==> src/sv/bcte_pkg.sv <==
// shared types, constants and the month offset table for the bcd calendar
// to epoch time unit; no dependencies
package bcte_pkg;

   localparam int unsigned PRESCALER_WIDTH = 15;
   localparam int unsigned SUBSECOND_WIDTH = 16;
   localparam int unsigned TIME_WIDTH      = 23;
   localparam int unsigned DATE_WIDTH      = 24;
   localparam int unsigned EPOCH_WIDTH     = 32;
   localparam int unsigned FRAC_WIDTH      = 30;
   localparam int unsigned DAYS_WIDTH      = 17;
   localparam int unsigned SOD_WIDTH       = 18;
   localparam int unsigned NUM_WIDTH       = PRESCALER_WIDTH + FRAC_WIDTH;

   localparam logic [PRESCALER_WIDTH-1:0] PRESCALER_RESET = 15'd255;
   localparam logic [DAYS_WIDTH-1:0]      DAYS_1970_TO_2000 = 17'h02acd;
   localparam logic [DAYS_WIDTH-1:0]      DAYS_PER_YEAR = 17'd365;
   localparam logic [33:0]                SECONDS_PER_DAY = 34'd86400;
   localparam logic [SOD_WIDTH-1:0]       SECONDS_PER_HOUR = 18'd3600;
   localparam logic [SOD_WIDTH-1:0]       SECONDS_PER_MINUTE = 18'd60;
   localparam logic [FRAC_WIDTH-1:0]      NS_PER_SECOND = 30'd1000000000;

   typedef struct packed {
      logic                       valid;
      logic                       bad;
      logic [PRESCALER_WIDTH-1:0] diff;
      logic [DAYS_WIDTH-1:0]      days;
      logic [SOD_WIDTH-1:0]       sod;
   } decode_type;

   typedef struct packed {
      logic                       valid;
      logic                       bad;
      logic [EPOCH_WIDTH-1:0]     epoch;
      logic [PRESCALER_WIDTH-1:0] rem;
      logic [FRAC_WIDTH-1:0]      word;
   } cell_type;

   // days before the month, common year; leap years add one from march on
   function automatic logic [8:0] month_offset(input logic leap, input logic [3:0] idx);
      logic [8:0] base;
      unique case (idx)
         4'd0:    base = 9'd0;
         4'd1:    base = 9'd31;
         4'd2:    base = 9'd59;
         4'd3:    base = 9'd90;
         4'd4:    base = 9'd120;
         4'd5:    base = 9'd151;
         4'd6:    base = 9'd181;
         4'd7:    base = 9'd212;
         4'd8:    base = 9'd243;
         4'd9:    base = 9'd273;
         4'd10:   base = 9'd304;
         4'd11:   base = 9'd334;
         default: base = 9'd0;
      endcase
      return base + 9'((leap && (idx >= 4'd2)) ? 1 : 0);
   endfunction

endpackage

==> src/sv/bcte_req_if.sv <==
// item channel carrying one bcd calendar snapshot
// depends on bcte_pkg
interface bcte_req_if;
   logic                                valid;
   logic                                ready;
   logic [bcte_pkg::TIME_WIDTH-1:0]     time_word;
   logic [bcte_pkg::DATE_WIDTH-1:0]     date_word;
   logic [bcte_pkg::SUBSECOND_WIDTH-1:0] subsecond;

   modport source (output valid, time_word, date_word, subsecond, input ready);
   modport sink (input valid, time_word, date_word, subsecond, output ready);
endinterface

==> src/sv/bcte_rsp_if.sv <==
// item channel carrying one epoch time result
// depends on bcte_pkg
interface bcte_rsp_if;
   logic                             valid;
   logic                             ready;
   logic [bcte_pkg::EPOCH_WIDTH-1:0] epoch_seconds;
   logic [bcte_pkg::FRAC_WIDTH-1:0]  fraction_ns;
   logic                             bad_fields;

   modport source (output valid, epoch_seconds, fraction_ns, bad_fields, input ready);
   modport sink (input valid, epoch_seconds, fraction_ns, bad_fields, output ready);
endinterface

==> src/sv/bcte_decode.sv <==
// two front stages: bcd decode and field checks, then the epoch and
// fraction numerator products feeding the divide chain; depends on bcte_pkg
module bcte_decode (
   input  logic                                 clock,
   input  logic                                 reset,
   input  logic                                 advance,
   input  logic                                 req_valid,
   input  logic [bcte_pkg::TIME_WIDTH-1:0]      req_time_word,
   input  logic [bcte_pkg::DATE_WIDTH-1:0]      req_date_word,
   input  logic [bcte_pkg::SUBSECOND_WIDTH-1:0] req_subsecond,
   input  logic [bcte_pkg::PRESCALER_WIDTH-1:0] prescaler,
   output bcte_pkg::cell_type                   cell_out
);

   bcte_pkg::decode_type dec_in, dec_ff;
   bcte_pkg::cell_type   prod_in, prod_ff;

   logic [6:0] sec, min;
   logic [5:0] hour, day;
   logic [4:0] mon;
   logic [7:0] year;
   logic       digit_bad, mon_bad, leap;
   logic [3:0] mon_idx;
   logic [8:0] year_quarter;
   logic [bcte_pkg::SUBSECOND_WIDTH-1:0] p_wide;
   logic [bcte_pkg::NUM_WIDTH-1:0]       num;

   always_comb begin
      sec  = 7'(req_time_word[6:4]) * 7'd10 + 7'(req_time_word[3:0]);
      min  = 7'(req_time_word[14:12]) * 7'd10 + 7'(req_time_word[11:8]);
      hour = 6'(req_time_word[21:20]) * 6'd10 + 6'(req_time_word[19:16]);
      day  = 6'(req_date_word[5:4]) * 6'd10 + 6'(req_date_word[3:0]);
      mon  = 5'(req_date_word[12]) * 5'd10 + 5'(req_date_word[11:8]);
      year = 8'(req_date_word[23:20]) * 8'd10 + 8'(req_date_word[19:16]);

      digit_bad = (req_time_word[3:0] > 4'd9) || (req_time_word[11:8] > 4'd9)
               || (req_time_word[19:16] > 4'd9) || (req_date_word[3:0] > 4'd9)
               || (req_date_word[11:8] > 4'd9) || (req_date_word[19:16] > 4'd9)
               || (req_date_word[23:20] > 4'd9);
      mon_bad  = (mon == 5'd0) || (mon > 5'd12);
      mon_idx  = mon_bad ? 4'd0 : 4'(mon - 5'd1);
      leap     = (year[1:0] == 2'd0);
      year_quarter = (9'(year) + 9'd3) >> 2;
      p_wide   = {1'b0, prescaler};

      dec_in.valid = req_valid;
      dec_in.bad   = digit_bad || mon_bad || (day == 6'd0) || (prescaler == '0)
                  || (req_subsecond > p_wide);
      dec_in.diff  = (req_subsecond < p_wide)
                   ? bcte_pkg::PRESCALER_WIDTH'(p_wide - req_subsecond - 16'd1) : '0;
      dec_in.days  = bcte_pkg::DAYS_1970_TO_2000
                   + 17'(year) * bcte_pkg::DAYS_PER_YEAR
                   + 17'(year_quarter)
                   + 17'(bcte_pkg::month_offset(leap, mon_idx))
                   + 17'(day) - 17'd1;
      dec_in.sod   = 18'(hour) * bcte_pkg::SECONDS_PER_HOUR
                   + 18'(min) * bcte_pkg::SECONDS_PER_MINUTE + 18'(sec);
   end

   always_comb begin
      num = bcte_pkg::NUM_WIDTH'(dec_ff.diff) * bcte_pkg::NUM_WIDTH'(bcte_pkg::NS_PER_SECOND);
      prod_in.valid = dec_ff.valid;
      prod_in.bad   = dec_ff.bad;
      prod_in.epoch = bcte_pkg::EPOCH_WIDTH'(34'(dec_ff.days) * bcte_pkg::SECONDS_PER_DAY)
                    + bcte_pkg::EPOCH_WIDTH'(dec_ff.sod);
      prod_in.rem   = num[bcte_pkg::NUM_WIDTH-1:bcte_pkg::FRAC_WIDTH];
      prod_in.word  = num[bcte_pkg::FRAC_WIDTH-1:0];
   end

   always_ff @(posedge clock) begin
      if (reset) begin
         dec_ff.valid  <= 1'b0;
         prod_ff.valid <= 1'b0;
      end else if (advance) begin
         dec_ff  <= dec_in;
         prod_ff <= prod_in;
      end
   end

   assign cell_out = prod_ff;

endmodule

==> src/sv/bcte_div_cell.sv <==
// one restoring divide cell: settles one quotient bit of the fraction and
// passes the item on to its neighbor; depends on bcte_pkg
module bcte_div_cell (
   input  logic                                 clock,
   input  logic                                 reset,
   input  logic                                 advance,
   input  logic [bcte_pkg::PRESCALER_WIDTH-1:0] prescaler,
   input  bcte_pkg::cell_type                   cell_in_prev,
   output bcte_pkg::cell_type                   cell_out
);

   bcte_pkg::cell_type cell_in, cell_ff;
   logic [bcte_pkg::PRESCALER_WIDTH:0] trial, divisor;
   logic                               ge;

   always_comb begin
      trial   = {cell_in_prev.rem, cell_in_prev.word[bcte_pkg::FRAC_WIDTH-1]};
      divisor = {1'b0, prescaler};
      ge      = (trial >= divisor);
      cell_in = cell_in_prev;
      cell_in.rem  = ge ? bcte_pkg::PRESCALER_WIDTH'(trial - divisor)
                        : trial[bcte_pkg::PRESCALER_WIDTH-1:0];
      cell_in.word = {cell_in_prev.word[bcte_pkg::FRAC_WIDTH-2:0], ge};
   end

   always_ff @(posedge clock) begin
      if (reset) begin
         cell_ff.valid <= 1'b0;
      end else if (advance) begin
         cell_ff <= cell_in;
      end
   end

   assign cell_out = cell_ff;

endmodule

==> src/sv/bcd_calendar_to_epoch_time_unit.sv <==
// from item accept to result valid an item passes two front stages,
// then one divide cell per fraction bit, 30 cells, the last one registered out
// throughput: one item per cycle; the whole chain advances unless the result
// stalls, and a stalled result holds the chain
// reset: synchronous, clears all stage valids and loads prescaler 255
// depends on bcte_pkg, bcte_req_if, bcte_rsp_if, bcte_decode, bcte_div_cell
module bcd_calendar_to_epoch_time_unit (
   input  logic                                 clock,
   input  logic                                 reset,
   bcte_req_if.sink                             req_chan,
   bcte_rsp_if.source                           rsp_chan,
   input  logic                                 csr_write_enable,
   input  logic [bcte_pkg::PRESCALER_WIDTH-1:0] csr_write_data
);

   logic [bcte_pkg::PRESCALER_WIDTH-1:0] prescaler_ff, prescaler_in;
   logic                                 advance;
   bcte_pkg::cell_type                   chain [bcte_pkg::FRAC_WIDTH+1];

   assign prescaler_in = csr_write_enable ? csr_write_data : prescaler_ff;

   always_ff @(posedge clock) begin
      if (reset) begin
         prescaler_ff <= bcte_pkg::PRESCALER_RESET;
      end else begin
         prescaler_ff <= prescaler_in;
      end
   end

   assign advance        = !chain[bcte_pkg::FRAC_WIDTH].valid || rsp_chan.ready;
   assign req_chan.ready = advance;

   bcte_decode u_decode (
      .clock         (clock),
      .reset         (reset),
      .advance       (advance),
      .req_valid     (req_chan.valid),
      .req_time_word (req_chan.time_word),
      .req_date_word (req_chan.date_word),
      .req_subsecond (req_chan.subsecond),
      .prescaler     (prescaler_ff),
      .cell_out      (chain[0])
   );

   for (genvar i = 0; i < bcte_pkg::FRAC_WIDTH; i++) begin : g_cell
      bcte_div_cell u_cell (
         .clock        (clock),
         .reset        (reset),
         .advance      (advance),
         .prescaler    (prescaler_ff),
         .cell_in_prev (chain[i]),
         .cell_out     (chain[i+1])
      );
   end

   assign rsp_chan.valid         = chain[bcte_pkg::FRAC_WIDTH].valid;
   assign rsp_chan.epoch_seconds = chain[bcte_pkg::FRAC_WIDTH].epoch;
   assign rsp_chan.bad_fields    = chain[bcte_pkg::FRAC_WIDTH].bad;
   assign rsp_chan.fraction_ns   = chain[bcte_pkg::FRAC_WIDTH].bad
                                 ? '0 : chain[bcte_pkg::FRAC_WIDTH].word;

   a_bad_zero_fraction: assert property (@(posedge clock) disable iff (reset)
      rsp_chan.valid && rsp_chan.bad_fields |-> rsp_chan.fraction_ns == '0)
      else $error("bad item with nonzero fraction");

   a_fraction_range: assert property (@(posedge clock) disable iff (reset)
      rsp_chan.valid |-> rsp_chan.fraction_ns < bcte_pkg::NS_PER_SECOND)
      else $error("fraction not below one second");

   a_remainder_range: assert property (@(posedge clock) disable iff (reset)
      rsp_chan.valid && !rsp_chan.bad_fields
         |-> chain[bcte_pkg::FRAC_WIDTH].rem < prescaler_ff)
      else $error("divide remainder not below prescaler");

   a_csr_write: assert property (@(posedge clock) disable iff (reset)
      csr_write_enable |=> prescaler_ff == $past(csr_write_data))
      else $error("prescaler write lost");

   a_reset_empty: assert property (@(posedge clock)
      $past(reset) |-> !rsp_chan.valid)
      else $error("result valid right after reset");

endmodule
==> src/flat_wrapper.sv <==
// flat-port wrapper written by rule: the top's interface ports become plain ports
module bcd_calendar_to_epoch_time_unit_flat 
  (clock, reset, csr_write_enable, csr_write_data, req_chan_valid, req_chan_time_word, req_chan_date_word, req_chan_subsecond, req_chan_ready, rsp_chan_valid, rsp_chan_epoch_seconds, rsp_chan_fraction_ns, rsp_chan_bad_fields, rsp_chan_ready);
  bcte_req_if req_chan_i ();
  bcte_rsp_if rsp_chan_i ();
  input  logic clock;
  input  logic reset;
  input  logic csr_write_enable;
  input  logic [bcte_pkg::PRESCALER_WIDTH-1:0] csr_write_data;
  input wire logic [$bits(req_chan_i.valid)-1:0] req_chan_valid;
  input wire logic [$bits(req_chan_i.time_word)-1:0] req_chan_time_word;
  input wire logic [$bits(req_chan_i.date_word)-1:0] req_chan_date_word;
  input wire logic [$bits(req_chan_i.subsecond)-1:0] req_chan_subsecond;
  output wire logic [$bits(req_chan_i.ready)-1:0] req_chan_ready;
  output wire logic [$bits(rsp_chan_i.valid)-1:0] rsp_chan_valid;
  output wire logic [$bits(rsp_chan_i.epoch_seconds)-1:0] rsp_chan_epoch_seconds;
  output wire logic [$bits(rsp_chan_i.fraction_ns)-1:0] rsp_chan_fraction_ns;
  output wire logic [$bits(rsp_chan_i.bad_fields)-1:0] rsp_chan_bad_fields;
  input wire logic [$bits(rsp_chan_i.ready)-1:0] rsp_chan_ready;
  assign req_chan_i.valid = req_chan_valid;
  assign req_chan_i.time_word = req_chan_time_word;
  assign req_chan_i.date_word = req_chan_date_word;
  assign req_chan_i.subsecond = req_chan_subsecond;
  assign req_chan_ready = req_chan_i.ready;
  assign rsp_chan_valid = rsp_chan_i.valid;
  assign rsp_chan_epoch_seconds = rsp_chan_i.epoch_seconds;
  assign rsp_chan_fraction_ns = rsp_chan_i.fraction_ns;
  assign rsp_chan_bad_fields = rsp_chan_i.bad_fields;
  assign rsp_chan_i.ready = rsp_chan_ready;
  bcd_calendar_to_epoch_time_unit u_core (.clock(clock), .reset(reset), .req_chan(req_chan_i), .rsp_chan(rsp_chan_i), .csr_write_enable(csr_write_enable), .csr_write_data(csr_write_data));
endmodule
==> config.mk <==
export PLATFORM = sky130hd
export DESIGN_NAME = bcd_calendar_to_epoch_time_unit_flat
export DESIGN_NICKNAME = d
export VERILOG_FILES = /design/src/sv/bcte_pkg.sv /design/src/sv/bcte_req_if.sv /design/src/sv/bcte_rsp_if.sv /design/src/sv/bcte_decode.sv /design/src/sv/bcte_div_cell.sv /design/src/sv/bcd_calendar_to_epoch_time_unit.sv /design/src/flat_wrapper.sv
export SDC_FILE = /design/constraint.sdc
export NUM_CORES = 2
export LEC_CHECK = 0
export BUFFER_PORTS_ARGS = -buffer_cell sky130_fd_sc_hd__clkbuf_2
export CORE_MARGIN = 2
export CORE_UTILIZATION = 50
export DETAILED_ROUTE_END_ITERATION = 6
export PLACE_DENSITY = 0.66
export SLEW_MARGIN = 20
export SYNTH_ARGS = -nofsm -noshare
export SYNTH_HDL_FRONTEND = slang
export SYNTH_SLANG_ARGS = --single-unit
export TNS_END_PERCENT = 10
==> constraint.sdc <==
create_clock -name clock -period 166.3 [get_ports clock]
set_input_delay 33.26 -clock clock [delete_from_list [all_inputs] [get_ports clock]]
set_output_delay 33.26 -clock clock [all_outputs]
set_load 0.1 [all_outputs]
==> impl_metrics.yaml <==
run_status:
  outcome: "completed"
logic_synthesis:
  yosys_warnings: 0
  synth_edf_count: 2220
  async_reset_ff_frac: 0
  postSynthAreaPerCell_um2: 14.4
  synth_common_cells: "2220 x edfxtp_1, 862 x ha_1, 606 x inv_1, 419 x a21oi_1, 348 x nand2_1"
  seq_area_frac_synth: 0.626
  netlist_area_um2: 108000
  yosys.cell_types.count: 77
  synth_most_common_cell: "edfxtp_1"
  yosys-top-cells-area: "edfxtp_1 62%, ha_1 10%, fa_1 4.7%, inv_1 2.1%, xnor2_1 2.0%"
  synthFlopType: "edfxtp_1"
  ys_ff_latch: 2267
  synth_top_area_share: 0.618
  syn_inst: 7483
  yosysTopAreaCell: "edfxtp_1"
  syn-num-nets: 8682
setup_path:
  crit_type: "input port to output port"
  critPathMaxStageDelay_ps: 670
  path_cells: "clkbuf_2 -> nor2b_2 -> buf_4 -> inv_1 -> clkbuf_2"
  cp-end-kind: "output port"
  cpMostUsedCell: "clkbuf_2"
  slowest_stage: "inv_1"
  timing.rr.start: "u_core.u_decode.dec_ff[42]"
  crit_required_ps: 133040
  cp.arrival_ps: 34880
  start_kind: "input port"
  r2r.worst_path.cells: 21
  startpoint: "rsp_chan_ready"
  worstPathMaxFanout: 34
timing:
  fmax_ghz: 0.0147
  rsz0062_at_grt: "false"
  worst_slew_pin_slew_ps: 1110
  skew_ps: 47.1
  fin_crit_sh: 0.410
  setup_viol: 0
  finalHoldViolCount: 0
  max_slew_margin: 0.258
  fin_setup_tns_ps: 0
  min_period_ps: 68140
  drv_slew: 0
  timing.final.ws_setup_ps: 98160
clock_network:
  post-cts-setup-buffer-count: 0
  clk_pin_slew_ps: 60
  htreeDepth: 4
  numCtsBuffers: 227
  clk_latency_ps: 880
  cts_tree: "built"
  cts_hold_buf: 0
  cts_resized: 0
  cts.path.max_buffers: 3
  clock-sinks: 2267
  cts_root_buf: "clkbuf_16"
grt:
  antenna_found_initial: 21
  grt_overflow: 0
  grt_max_degree: 197
  grt_pass1_wl_um: 305000
  grtUsageTotal: 0.175
  grt_pass1_vias: 58700
layout:
  drive_gt1_frac: 0.0905
  fill_cells: 16900
  fin_nets: 8994
  final_cells: 10800
  area_growth_syn_to_layout_pct: 10.9
detailed_routing:
  viasPerCell: 5.39
  drc: 0
  drtIter0Drc: 3803
  wl_per_cell_um: 17.7
  first_pass_iters: 7
  num_vias: 58400
  wl_um: 192000
  ant_nets: 0
job:
  maxCapViolCount: 0
floorplan:
  dieArea_um2: 220000
  start_util: 0.503
  io_pins: 148
  die_h_um: 469
  core-area_um2: 215000
  die_w_um: 469
  row_count: 170
placement:
  dp.cells: 10400
  hpwl_um: 129000
  port_buffers: 139
  dp_slack_ps: 98150
  gp_congestion: 0.873
min_path:
  hold_class: "flip-flop to flip-flop"
  min_path_cells: 0
  hp-start: "u_core.g_cell[18].u_cell.cell_out[11]"
[per-stage QoR]
| step | instance area, um2 | hold slack, ps | util |
|---|---|---|---|
| 2_1_floorplan | 108000 | 400 | - |
| 3_3_place_gp | 112000 | 400 | 0.522 |
| 3_5_place_dp | 112000 | 405 | 0.522 |
| 4_1_cts | 120000 | 384 | 0.558 |
| 5_1_grt | 120000 | 387 | 0.558 |
| 6_report | 120000 | 384 | 0.558 |
[state kept, by name, indices dropped and copies added, names as in the netlist]
register,flops
u_core.u_decode.dec_ff,52
u_core.prescaler_ff,15
u_core.u_decode.cell_out,70
u_core.g_cell.u_cell.cell_out,2130
[cell type report]
type	instances	area [um2]	area share
tap	2838	3550	0.0297
sequential	2267	67600	0.565
clock inverter	163	1730	0.0144
multi-input combinational	4487	37400	0.313
clock buffer	263	5850	0.0488
timing repair buffer	205	1270	0.0106
antenna	13	32.5	0.000272
inverter	607	2280	0.0190
[placed cells by master, fill, tap and decap left out, drive strengths merged, types with 47 or more instances in the layout]
cell type,instances
a211oi,51
a21boi,54
a21o,188
a21oi,419
a31oi,52
buf,66
clkbuf,402
clkinv,120
dfxtp,47
edfxtp,2220
fa,254
ha,862
inv,614
mux2,150
mux2i,58
nand2,348
nand2b,66
nand3,56
nand4,90
nor2,279
nor2b,149
nor3,135
nor4,65
o21a,79
o21ai,325
xnor2,245
xor2,178
[routing by layer]
metal  wire length, um  GRT usage  up-vias
met4              6790     0.0745        0
met2             93900      0.295     1035
met1             83800      0.223    28500
met5                 0          0        -
li1                  -          -    28500
met3              7460     0.0288      356
[worst max-delay path, delay by kind of cell]
family,cells,cell delay (ps)
buffers and inverters,4,1570
and+or+nand+nor,1,30
[cell families after synthesis]
family                     Yosys count  share of synthesized area
adders and majority gates         1116                      0.147
AOI/OAI and AO/OA                 1405                     0.0817
and+or+nand+nor                   1335                     0.0615
xor gates and xnor gates           423                     0.0343
muxes                              208                     0.0218
DFF                               2267                      0.626
buffers and inverters              729                     0.0273
[worst paths after layout]
kind / endpoint / slack [ps]
worst max-delay path: req_chan_ready / 98160
worst min-delay path: u_core.g_cell[19].u_cell.cell_out[12] / 380
worst max register to register: u_core.u_decode.cell_out[43] / 159440
worst min register to register: u_core.g_cell[19].u_cell.cell_out[12] / 380
Power is left out: the tool's default activity adds up to more than one toggle a clock period on the data nets, which glitch-free logic cannot reach.
